`config.mk`:
```
export PLATFORM = sky130hd
export DESIGN_NAME = xorshift32_range_generator_core
export DESIGN_NICKNAME = d
export VERILOG_FILES = /design/src/rtl/xrg_pkg.sv /design/src/rtl/xrg_datapath.sv /design/src/rtl/xrg_controller.sv /design/src/rtl/xorshift32_range_generator_core.sv
export SDC_FILE = /design/constraint.sdc
export NUM_CORES = 1
export LEC_CHECK = 0
export BUFFER_PORTS_ARGS = -buffer_cell sky130_fd_sc_hd__buf_2
export CAP_MARGIN = 20
export CELL_PAD_IN_SITES_DETAIL_PLACEMENT = 1
export CELL_PAD_IN_SITES_GLOBAL_PLACEMENT = 1
export CORE_ASPECT_RATIO = 1.1
export CORE_UTILIZATION = 40
export CTS_BUF_LIST = sky130_fd_sc_hd__clkbuf_4 sky130_fd_sc_hd__clkbuf_8
export DETAILED_ROUTE_END_ITERATION = 12
export GPL_TIMING_DRIVEN = 0
export PLACE_DENSITY = 0.81
export REMOVE_ABC_BUFFERS = 1
export SYNTH_ARGS = -nofsm -noshare
export SYNTH_HDL_FRONTEND = slang
export SYNTH_HIERARCHICAL = 1
export SYNTH_SLANG_ARGS = --single-unit
```
`constraint.sdc`:
```
create_clock -name clk -period 6.2 [get_ports clk]
set_input_delay 0.93 -clock clk [delete_from_list [all_inputs] [get_ports clk]]
set_output_delay 0.93 -clock clk [all_outputs]
set_load 0.01 [all_outputs]
```
`src/rtl/xrg_pkg.sv`:
```
// ----------------------------------------------------------------------------
// xrg_pkg
// Shared types and constants for the xorshift32 range generator.
// ----------------------------------------------------------------------------
package xrg_pkg;

  localparam int unsigned DataW     = 32;
  localparam int unsigned DivSteps  = DataW;
  localparam int unsigned CntW      = $clog2(DivSteps);
  localparam logic [DataW-1:0] SeedReset = 32'd2463534242;
  localparam int unsigned ShiftA    = 13;
  localparam int unsigned ShiftB    = 17;
  localparam int unsigned ShiftC    = 5;

  typedef enum logic [1:0] {
    ST_IDLE,
    ST_DIV,
    ST_FINISH
  } state_t;

  typedef struct packed {
    logic load;
    logic step;
    logic out_load;
  } cmd_t;

  typedef struct packed {
    logic skip_div;
    logic div_last;
  } status_t;

  function automatic logic [DataW-1:0] xorshift(input logic [DataW-1:0] s);
    logic [DataW-1:0] a;
    logic [DataW-1:0] b;
    logic [DataW-1:0] c;
    a = s ^ (s << ShiftA);
    b = a ^ (a >> ShiftB);
    c = b ^ (b << ShiftC);
    return c;
  endfunction

endpackage

```
`src/rtl/xrg_datapath.sv`:
```
// ----------------------------------------------------------------------------
// xrg_datapath
// Generator state, restoring divider for raw mod span, and output register.
// ----------------------------------------------------------------------------
module xrg_datapath (
  input  logic                        clk,
  input  logic                        rst_n,
  input  xrg_pkg::cmd_t               cmd,
  output xrg_pkg::status_t            status,
  input  logic                        cfg_wr_en,
  input  logic [xrg_pkg::DataW-1:0]   cfg_wr_data,
  input  logic                        in_mode,
  input  logic signed [xrg_pkg::DataW-1:0] in_range_min,
  input  logic signed [xrg_pkg::DataW-1:0] in_range_max,
  output logic [xrg_pkg::DataW-1:0]   out_raw_value,
  output logic signed [xrg_pkg::DataW-1:0] out_ranged_value,
  output logic                        out_range_error
);

  logic [xrg_pkg::DataW-1:0] state_r, state_nxt;
  logic [xrg_pkg::DataW-1:0] raw_r;
  logic [xrg_pkg::DataW-1:0] dvd_r;
  logic [xrg_pkg::DataW-1:0] rem_r;
  logic [xrg_pkg::DataW-1:0] lo_r;
  logic [xrg_pkg::DataW-1:0] span_r;
  logic                      mode_r;
  logic [xrg_pkg::CntW-1:0]  cnt_r;

  logic [xrg_pkg::DataW:0]   rem_sh;
  logic [xrg_pkg::DataW:0]   rem_diff;
  logic [xrg_pkg::DataW-1:0] rem_nxt;
  logic [xrg_pkg::DataW-1:0] span_in;
  logic [xrg_pkg::DataW-1:0] ranged_nxt;
  logic                      err_nxt;

  assign state_nxt = xrg_pkg::xorshift(state_r);
  assign span_in   = in_range_max + xrg_pkg::DataW'(1) - in_range_min;

  assign rem_sh   = {rem_r, dvd_r[xrg_pkg::DataW-1]};
  assign rem_diff = rem_sh - {1'b0, span_r};
  assign rem_nxt  = rem_diff[xrg_pkg::DataW] ? rem_sh[xrg_pkg::DataW-1:0]
                                             : rem_diff[xrg_pkg::DataW-1:0];

  assign status.skip_div = !mode_r || (span_r == '0);
  assign status.div_last = (cnt_r == xrg_pkg::CntW'(xrg_pkg::DivSteps - 1));

  always_comb begin
    ranged_nxt = '0;
    err_nxt    = 1'b0;
    if (mode_r) begin
      if (span_r == '0) begin
        ranged_nxt = lo_r;
        err_nxt    = 1'b1;
      end else begin
        ranged_nxt = lo_r + rem_r;
      end
    end
  end

  always_ff @(posedge clk) begin
    if (!rst_n) begin
      state_r <= xrg_pkg::SeedReset;
    end else if (cfg_wr_en) begin
      state_r <= cfg_wr_data;
    end else if (cmd.load) begin
      state_r <= state_nxt;
    end
  end

  always_ff @(posedge clk) begin
    if (cmd.load) begin
      raw_r  <= state_nxt;
      dvd_r  <= state_nxt;
      rem_r  <= '0;
      lo_r   <= in_range_min;
      span_r <= span_in;
      mode_r <= in_mode;
      cnt_r  <= '0;
    end else if (cmd.step) begin
      dvd_r <= {dvd_r[xrg_pkg::DataW-2:0], 1'b0};
      rem_r <= rem_nxt;
      cnt_r <= cnt_r + xrg_pkg::CntW'(1);
    end
  end

  always_ff @(posedge clk) begin
    if (cmd.out_load) begin
      out_raw_value    <= raw_r;
      out_ranged_value <= ranged_nxt;
      out_range_error  <= err_nxt;
    end
  end

endmodule

```
`src/rtl/xrg_controller.sv`:
```
// ----------------------------------------------------------------------------
// xrg_controller
// Sequencer: accept, iterate the divider, hand the result to the output.
// ----------------------------------------------------------------------------
module xrg_controller (
  input  logic             clk,
  input  logic             rst_n,
  input  logic             in_valid,
  output logic             in_stall,
  output logic             out_valid,
  input  logic             out_stall,
  input  xrg_pkg::status_t status,
  output xrg_pkg::cmd_t    cmd
);

  xrg_pkg::state_t state_r, state_nxt;
  logic            out_valid_r, out_valid_nxt;
  logic            out_free;

  assign out_free  = !out_valid_r || !out_stall;
  assign out_valid = out_valid_r;

  always_comb begin
    state_nxt = state_r;
    unique case (state_r)
      xrg_pkg::ST_IDLE: begin
        if (in_valid) state_nxt = xrg_pkg::ST_DIV;
      end
      xrg_pkg::ST_DIV: begin
        if (status.skip_div || status.div_last) state_nxt = xrg_pkg::ST_FINISH;
      end
      xrg_pkg::ST_FINISH: begin
        if (out_free) state_nxt = xrg_pkg::ST_IDLE;
      end
      default: state_nxt = xrg_pkg::ST_IDLE;
    endcase
  end

  always_comb begin
    in_stall     = 1'b1;
    cmd.load     = 1'b0;
    cmd.step     = 1'b0;
    cmd.out_load = 1'b0;
    unique case (state_r)
      xrg_pkg::ST_IDLE: begin
        in_stall = 1'b0;
        cmd.load = in_valid;
      end
      xrg_pkg::ST_DIV: begin
        cmd.step = !status.skip_div;
      end
      xrg_pkg::ST_FINISH: begin
        cmd.out_load = out_free;
      end
      default: begin
        in_stall = 1'b1;
      end
    endcase
  end

  always_comb begin
    out_valid_nxt = out_valid_r;
    if (cmd.out_load) begin
      out_valid_nxt = 1'b1;
    end else if (!out_stall) begin
      out_valid_nxt = 1'b0;
    end
  end

  always_ff @(posedge clk) begin
    if (!rst_n) begin
      state_r     <= xrg_pkg::ST_IDLE;
      out_valid_r <= 1'b0;
    end else begin
      state_r     <= state_nxt;
      out_valid_r <= out_valid_nxt;
    end
  end

endmodule

```
`src/rtl/xorshift32_range_generator_core.sv`:
```
// ----------------------------------------------------------------------------
// Flow: a request is accepted in IDLE, the 32-step remainder loop runs in DIV (skipped in raw
// mode or zero span), and FINISH loads the output registers once the output is free; out_valid
// is registered from that load. No new request is taken while DIV or FINISH is still busy.
// A new request is accepted while the previous result waits at the output.
// Reset (rst_n low, synchronous) loads the generator with the seed reset value.
// ----------------------------------------------------------------------------
// xorshift32_range_generator_core
// xorshift32 draw with optional mapping into an inclusive signed range.
// ----------------------------------------------------------------------------
module xorshift32_range_generator_core (
  input  logic                        clk,
  input  logic                        rst_n,
  input  logic                        cfg_wr_en,
  input  logic [xrg_pkg::DataW-1:0]   cfg_wr_data,
  input  logic                        in_valid,
  output logic                        in_stall,
  input  logic                        in_mode,
  input  logic signed [xrg_pkg::DataW-1:0] in_range_min,
  input  logic signed [xrg_pkg::DataW-1:0] in_range_max,
  output logic                        out_valid,
  input  logic                        out_stall,
  output logic [xrg_pkg::DataW-1:0]   out_raw_value,
  output logic signed [xrg_pkg::DataW-1:0] out_ranged_value,
  output logic                        out_range_error
);

  xrg_pkg::cmd_t    cmd;
  xrg_pkg::status_t status;

  xrg_controller u_ctrl (
    .clk       (clk),
    .rst_n     (rst_n),
    .in_valid  (in_valid),
    .in_stall  (in_stall),
    .out_valid (out_valid),
    .out_stall (out_stall),
    .status    (status),
    .cmd       (cmd)
  );

  xrg_datapath u_dp (
    .clk              (clk),
    .rst_n            (rst_n),
    .cmd              (cmd),
    .status           (status),
    .cfg_wr_en        (cfg_wr_en),
    .cfg_wr_data      (cfg_wr_data),
    .in_mode          (in_mode),
    .in_range_min     (in_range_min),
    .in_range_max     (in_range_max),
    .out_raw_value    (out_raw_value),
    .out_ranged_value (out_ranged_value),
    .out_range_error  (out_range_error)
  );

endmodule
```
Word level (Yosys, flattened, before mapping)
Cells that the tools add are included.

word-level totals
  bits of input ports = 102
  output and inout port bits = 67
  bits in registers = 266
  logic and storage cells = 57

cells by class
  equal/unequal tests = 7
  bitwise logic cells = 3
  muxes and demuxes = 17
  $add $sub $neg = 5
  reduce and logical (&&, ||, !) cells = 12

operators with widths
  operator                 count
  $mux W32                 6
  $xor A32 B32 Y32         2
  $sub A33 B32 Y33         1
  $add A32 B2 Y32 const B  1
  $add A32 B32 Y32         1
  $logic_not A32 Y1        1
  $sub A32 B32 Y32         1
  $xor A32 B15 Y32         1
  $mux W1                  7
  $mux W2                  3
  $ne A2 B1 Y1 const B     3
  $pmux W2 S3              1
  $add A5 B1 Y5 const B    1
  $eq A5 B5 Y1 const B     1
  $logic_not A1 Y1         4
  $reduce_bool A2 Y1       2
  $logic_or A1 B1 Y1       3
  $reduce_and A3 Y1        1
  $eq A2 B1 Y1 const B     1
  $eq A2 B2 Y1 const B     1
  $logic_not A2 Y1         1
  $ne A2 B2 Y1 const B     1

Logic depth before layout (Yosys ltp)
  depth in word-level cells = 6
  gate-level depth with buffers = 14

Hierarchy
The synthesis kept the hierarchy.

by module, submodules not included
  module          area an instance (um2)  instances  cells each  sequential area each (um2)
  xrg_datapath    16031.6                 1          1577        7206.9
  xrg_controller  147.6                   1          18          60.1

Least setup slack after synthesis
Ideal clock, no wire load.

  path type = in2reg
  from = input port in_valid
  to = register u_dp/dvd_r[0] (netlist name) (enable)
  cell stages on the path = 5
  buffers on the path = 2
  required time = 5.825 ns
  slack = -0.466 ns
  arrival = 6.291 ns
  cells stage by stage = inv_1 > nor2_1 > clkbuf_1 > clkbuf_1 > or2_2

RTL lines
  item                  line                                   RTL
  start, declared       xorshift32_range_generator_core.sv:16  input logic in_valid,
  end signal, assigned  xrg_datapath.sv:73                     dvd_r <= state_nxt;
  end signal, assigned  xrg_datapath.sv:80                     dvd_r <= {dvd_r[xrg_pkg::DataW-2:0], 1'b0};
  end, declared         xrg_datapath.sv:22                     logic [xrg_pkg::DataW-1:0] dvd_r;

Worst setup path after layout
  from = input port in_range_min[1] (netlist name)
  to = register u_dp/span_r[25] (netlist name) (data pin)

on the way
  longest elaborated chain between the ends = 1

ends and longest elaborated chain
  item                             line                                   RTL
  start, declared                  xorshift32_range_generator_core.sv:19  input logic signed [xrg_pkg::DataW-1:0] in_range_min,
  $sub A32 B32 Y32                 xrg_datapath.sv:37                     assign span_in = in_range_max + xrg_pkg::DataW'(1) - in_range_min;
  named net u_dp.span_in, one bit  xrg_datapath.sv:32                     logic [xrg_pkg::DataW-1:0] span_in;
  end signal, assigned             xrg_datapath.sv:76                     span_r <= span_in;
  end, declared                    xrg_datapath.sv:25                     logic [xrg_pkg::DataW-1:0] span_r;

The timed path passes the listed nets, and every way through them passes these cells.
A chain may end at the register's enable or synchronous reset.

==> run summary <==
=====================================================================================
Compound-Gate Fraction of Synth Area                                            18.7%
Initial core utilization                                                        40.9%
Sequence of cells on the critical path                                   buf_2, ha_1, inv_1, ha_1, fa_1, a21o_1, a21oi_1, o211ai_1, a21boi_2, nor2_2, a2111oi_0, o21bai_1, a21oi_1, xnor2_1
Total wire length after detailed routing                                     45000 µm
Final Hold Vio Count                                                                0
Power density cells                                                        302 nW/µm²
Main flop type after synthesis                                               edfxtp_1
Clock buffers created by TritonCTS                                                 48
Die Y                                                                          213 µm
Cell types with the largest area share after synthesis                   edfxtp_1 (36%), ha_1 (9.7%), dfxtp_1 (8.9%)
Hold bufs inserted after CTS                                                        0
Endpoints failing setup                                                             0
Detailed placer's ending HPWL                                                34400 µm
Max-slew headroom                                                               34.7%
Cell chosen for the clock root                                               clkbuf_8
RSZ-0062 raised after global routing                                            false
Die width                                                                      194 µm
Hold path depth                                                                     0
Clock tree from TritonCTS                                                       built
Post-synth top area cell                                                     edfxtp_1
Residual DRC count                                                                  0
Net count reported at finish                                                     1998
Synthesized area per cell                                                    10.1 µm²
Remaining number of nets flagged by the antenna check after routing                 0
Final weighted congestion in routability-driven placement                       0.886
Die area                                                                    41300 µm²
Setup Crit Path Kind                                                     primary input to register
Total power after layout                                                      5.65 mW
Layout cell share with drive strength beyond 1                                  18.2%
Most instantiated cells after synthesis                                  edfxtp_1 (194), nand2_1 (148), ha_1 (126), o21ai_0 (110), inv_1 (104)
Simple-gate area share of the yosys netlist                                     13.3%
Port-buffer cells                                                                 168
Most common cell in the netlist                                              edfxtp_1
Max-capacitance violation count                                                     0
Capture point of the worst reg-to-reg path                               u_dp/rem_r[30]$_SDFFE_PP0P_
Number of synthesized flops with an enable pin                                    194
Adder-cell share of the synthesized area                                        10.1%
Count of mapped cells out of synthesis                                           1595
Initial antenna violation count                                                     0
P&R area growth vs syn                                                          15.6%
FF-to-FF path depth                                                                12
Proportion of synthesized area in mux cells                                    0.905%
Tcrit/Tclk final                                                                61.5%
Final Instance Count excl. Fillers                                               2312
Max Root-Sink Buffers                                                               3
Pin count of the biggest net entering global routing                               53
Yosys warns                                                                         6
DR WL/cell                                                                    19.4 µm
First-pass iteration count of the detailed router                                   5
Worst setup slack for register-to-register paths                              2.60 ns
Ant. Diodes                                                                         0
Worst hold path type                                                     register to register
Via count                                                                       12.6k
Share of Yosys cell area claimed by the top area cell type                      36.0%
H-tree levels                                                                       2
Data arrival at the endpoint of the critical path                             4.17 ns
Xor/xnor share of the synthesized area                                          7.92%
Launch point of the worst reg-to-reg path                                u_dp/dvd_r[31]$_DFFE_PP_
Number of top-level design ports                                                  169
Number of max-slew violations in the final report                                   0
Clock slew at reported path FFs                                               0.06 ns
Sequential cell area fraction in the yosys report                               44.9%
Run status                                                               complete, no violations
Count of routing violations after the opening detailed-route iteration            638
Cell area after synthesis                                                   16200 µm²
Start point of the worst min-delay path                                  u_dp/raw_r[10]$_DFFE_PP_
Slowest cell on the critical path                                           a2111oi_0
Fillers                                                                          4436
Post-synth ARST share                                                              0%
Latest clock arrival within the worst-skew pair                               0.63 ns
Via count of the first global-routing pass                                      13.5k
Dominant combinational cell family by area after synthesis               compound AO/OA/AOI/OAI gates
Fmax                                                                          262 MHz
Post-CTS setup buffers                                                              0
CP startpoint kind                                                       primary input
Global-route wire length before repair                                       70900 µm
PostCTS Resize Cnt                                                                  0
Maximum vdd ir drop                                                          0.201 mV
Core Footprint                                                              39600 µm²
Highest fanout seen on the critical path                                            3
Via count normalized by instance count                                           5.45
Actual transition at the worst max-transition pin                            0.979 ns
Number of unique standard cell types used by synthesis                             87
Flip-flop and latch count after synthesis                                         266
LEAKAGE                                                                       7.73 nW
Grt ovf                                                                             0
CP peak stage delay                                                           0.62 ns
Time the final worst path needs with I/O delays and setup                     3.81 ns
Required time worst endpoint                                                  6.56 ns
Setup clock skew after layout                                               0.0366 ns
# rows                                                                             76
Global router's overall resource usage                                          21.9%
Crit end category                                                            register
Capture endpoint of the worst hold path                                  u_dp/out_raw_value[10]$_DFFE_PP_
Cell count after placement                                                       2222
Clock tree sinks                                                                  266
=====================================================================================
==> cells in the final DEF, fill, tap and decap left out, types with 6 or more instances in the layout <==
cell	n
xor2_1	41
dfxtp_1	72
o21ai_0	110
and3_1	12
buf_2	168
o211ai_1	21
nand2_1	148
a311oi_2	17
ha_1	126
nor2b_1	11
nand4_1	16
a21o_1	51
inv_1	104
nor2_1	89
nor3_1	19
xnor2_1	99
clkbuf_4	18
mux2i_1	9
and2_1	37
a21boi_0	7
clkinv_2	7
o21a_1	28
a311oi_1	6
a31oi_1	14
nand3_1	31
or2_2	16
clkbuf_8	55
edfxtp_1	194
a211oi_1	12
nand2b_1	20
o21bai_1	19
or3_1	9
nor4_1	11
buf_12	9
a211o_1	6
a21oi_1	92
==> cell type report <==
class                   count  area, µm²  share of cell area (%)
multi-input cells        1166       8270                    44.2
flip-flops and latches    266       7270                    38.9
repair buffers            181       1110                    5.96
clock buffers              73        892                    4.77
well taps                 507        634                    3.39
inverters                 104        390                    2.09
clock inverters            15        130                   0.696
==> metrics by stage <==
| stage | utilization (%) | hold slack (ns) | area (µm²) | setup TNS [ns] | setup WS (ns) |
|---|---|---|---|---|---|
| final | 47.3 | 0.419 | 18700 | 0 | 2.39 |
| after global routing | 47.3 | 0.417 | 18700 | 0 | 2.15 |
| after CTS | 47.1 | 0.419 | 18600 | 0 | 2.44 |
| after detailed placement | 44.6 | 0.405 | 17600 | 0 | 1.80 |
| after global placement | 43.9 | 0.405 | 17400 | -1824.40 | -12.93 |
| after floorplan | - | 0.400 | 15900 | -806.54 | -6.11 |
==> how the worst max path moves through the flow <==
stage,slack [ns],start,endpoint
global route,2.15,in_range_min[1],u_dp/span_r[25]$_DFFE_PP_
CTS,2.44,in_range_min[1],u_dp/span_r[25]$_DFFE_PP_
finish,2.39,in_range_min[1],u_dp/span_r[25]$_DFFE_PP_
global placement,-12.93,in_valid,u_dp/state_r[8]$_SDFFE_PN0P_
floorplan,-6.11,in_valid,u_dp/state_r[19]$_SDFFE_PN0P_
detailed placement,1.80,in_range_min[1],u_dp/span_r[25]$_DFFE_PP_
==> critical path: cells and delay by family <==
family,cells,cell delay [ns]
and+or+nand+nor,1,0.10
AOI/OAI and AO/OA,7,1.97
adders and majority gates,3,0.90
xor gates and xnor gates,1,0.08
buffers and inverters,2,0.16
==> flip-flops by register name, summed over array words and instances (netlist names) <==
register / flops
u_dp/dvd_r: 32
u_dp/lo_r: 32
u_dp/out_ranged_value: 32
u_dp/out_raw_value: 32
u_dp/raw_r: 32
u_dp/rem_r: 32
u_dp/span_r: 32
u_dp/state_r: 32
u_dp/cnt_r: 5
u_ctrl/state_r: 2
u_ctrl/out_valid: 1
u_dp/mode_r: 1
u_dp/out_range_error: 1
==> layer usage <==
| layer | up-vias | share of wire, % | GRT usage [%] |
|---|---|---|---|
| li1 | 6152 | - | - |
| met5 | - | 0 | 0 |
| met1 | 6073 | 41 | 25.0 |
| met2 | 284 | 50 | 40.2 |
| met3 | 97 | 4.0 | 3.11 |
| met4 | 0 | 4.2 | 11.3 |
==> where the power goes <==
part | internal, mW | switching (mW)
combinational | 0.639 | 0.926
clock | 1.00 | 0.767
sequential | 2.19 | 0.124
==> cell families (layout without fill, tap and decap cells) <==
group,Yosys count,count (layout)
compound gates,438,438
xor+xnor,142,142
fa+ha+maj,129,129
buf+inv,163,373
flops,266,266
mux,14,14
simple gates,443,443
Note: power is estimated with default switching activity, not from simulation.
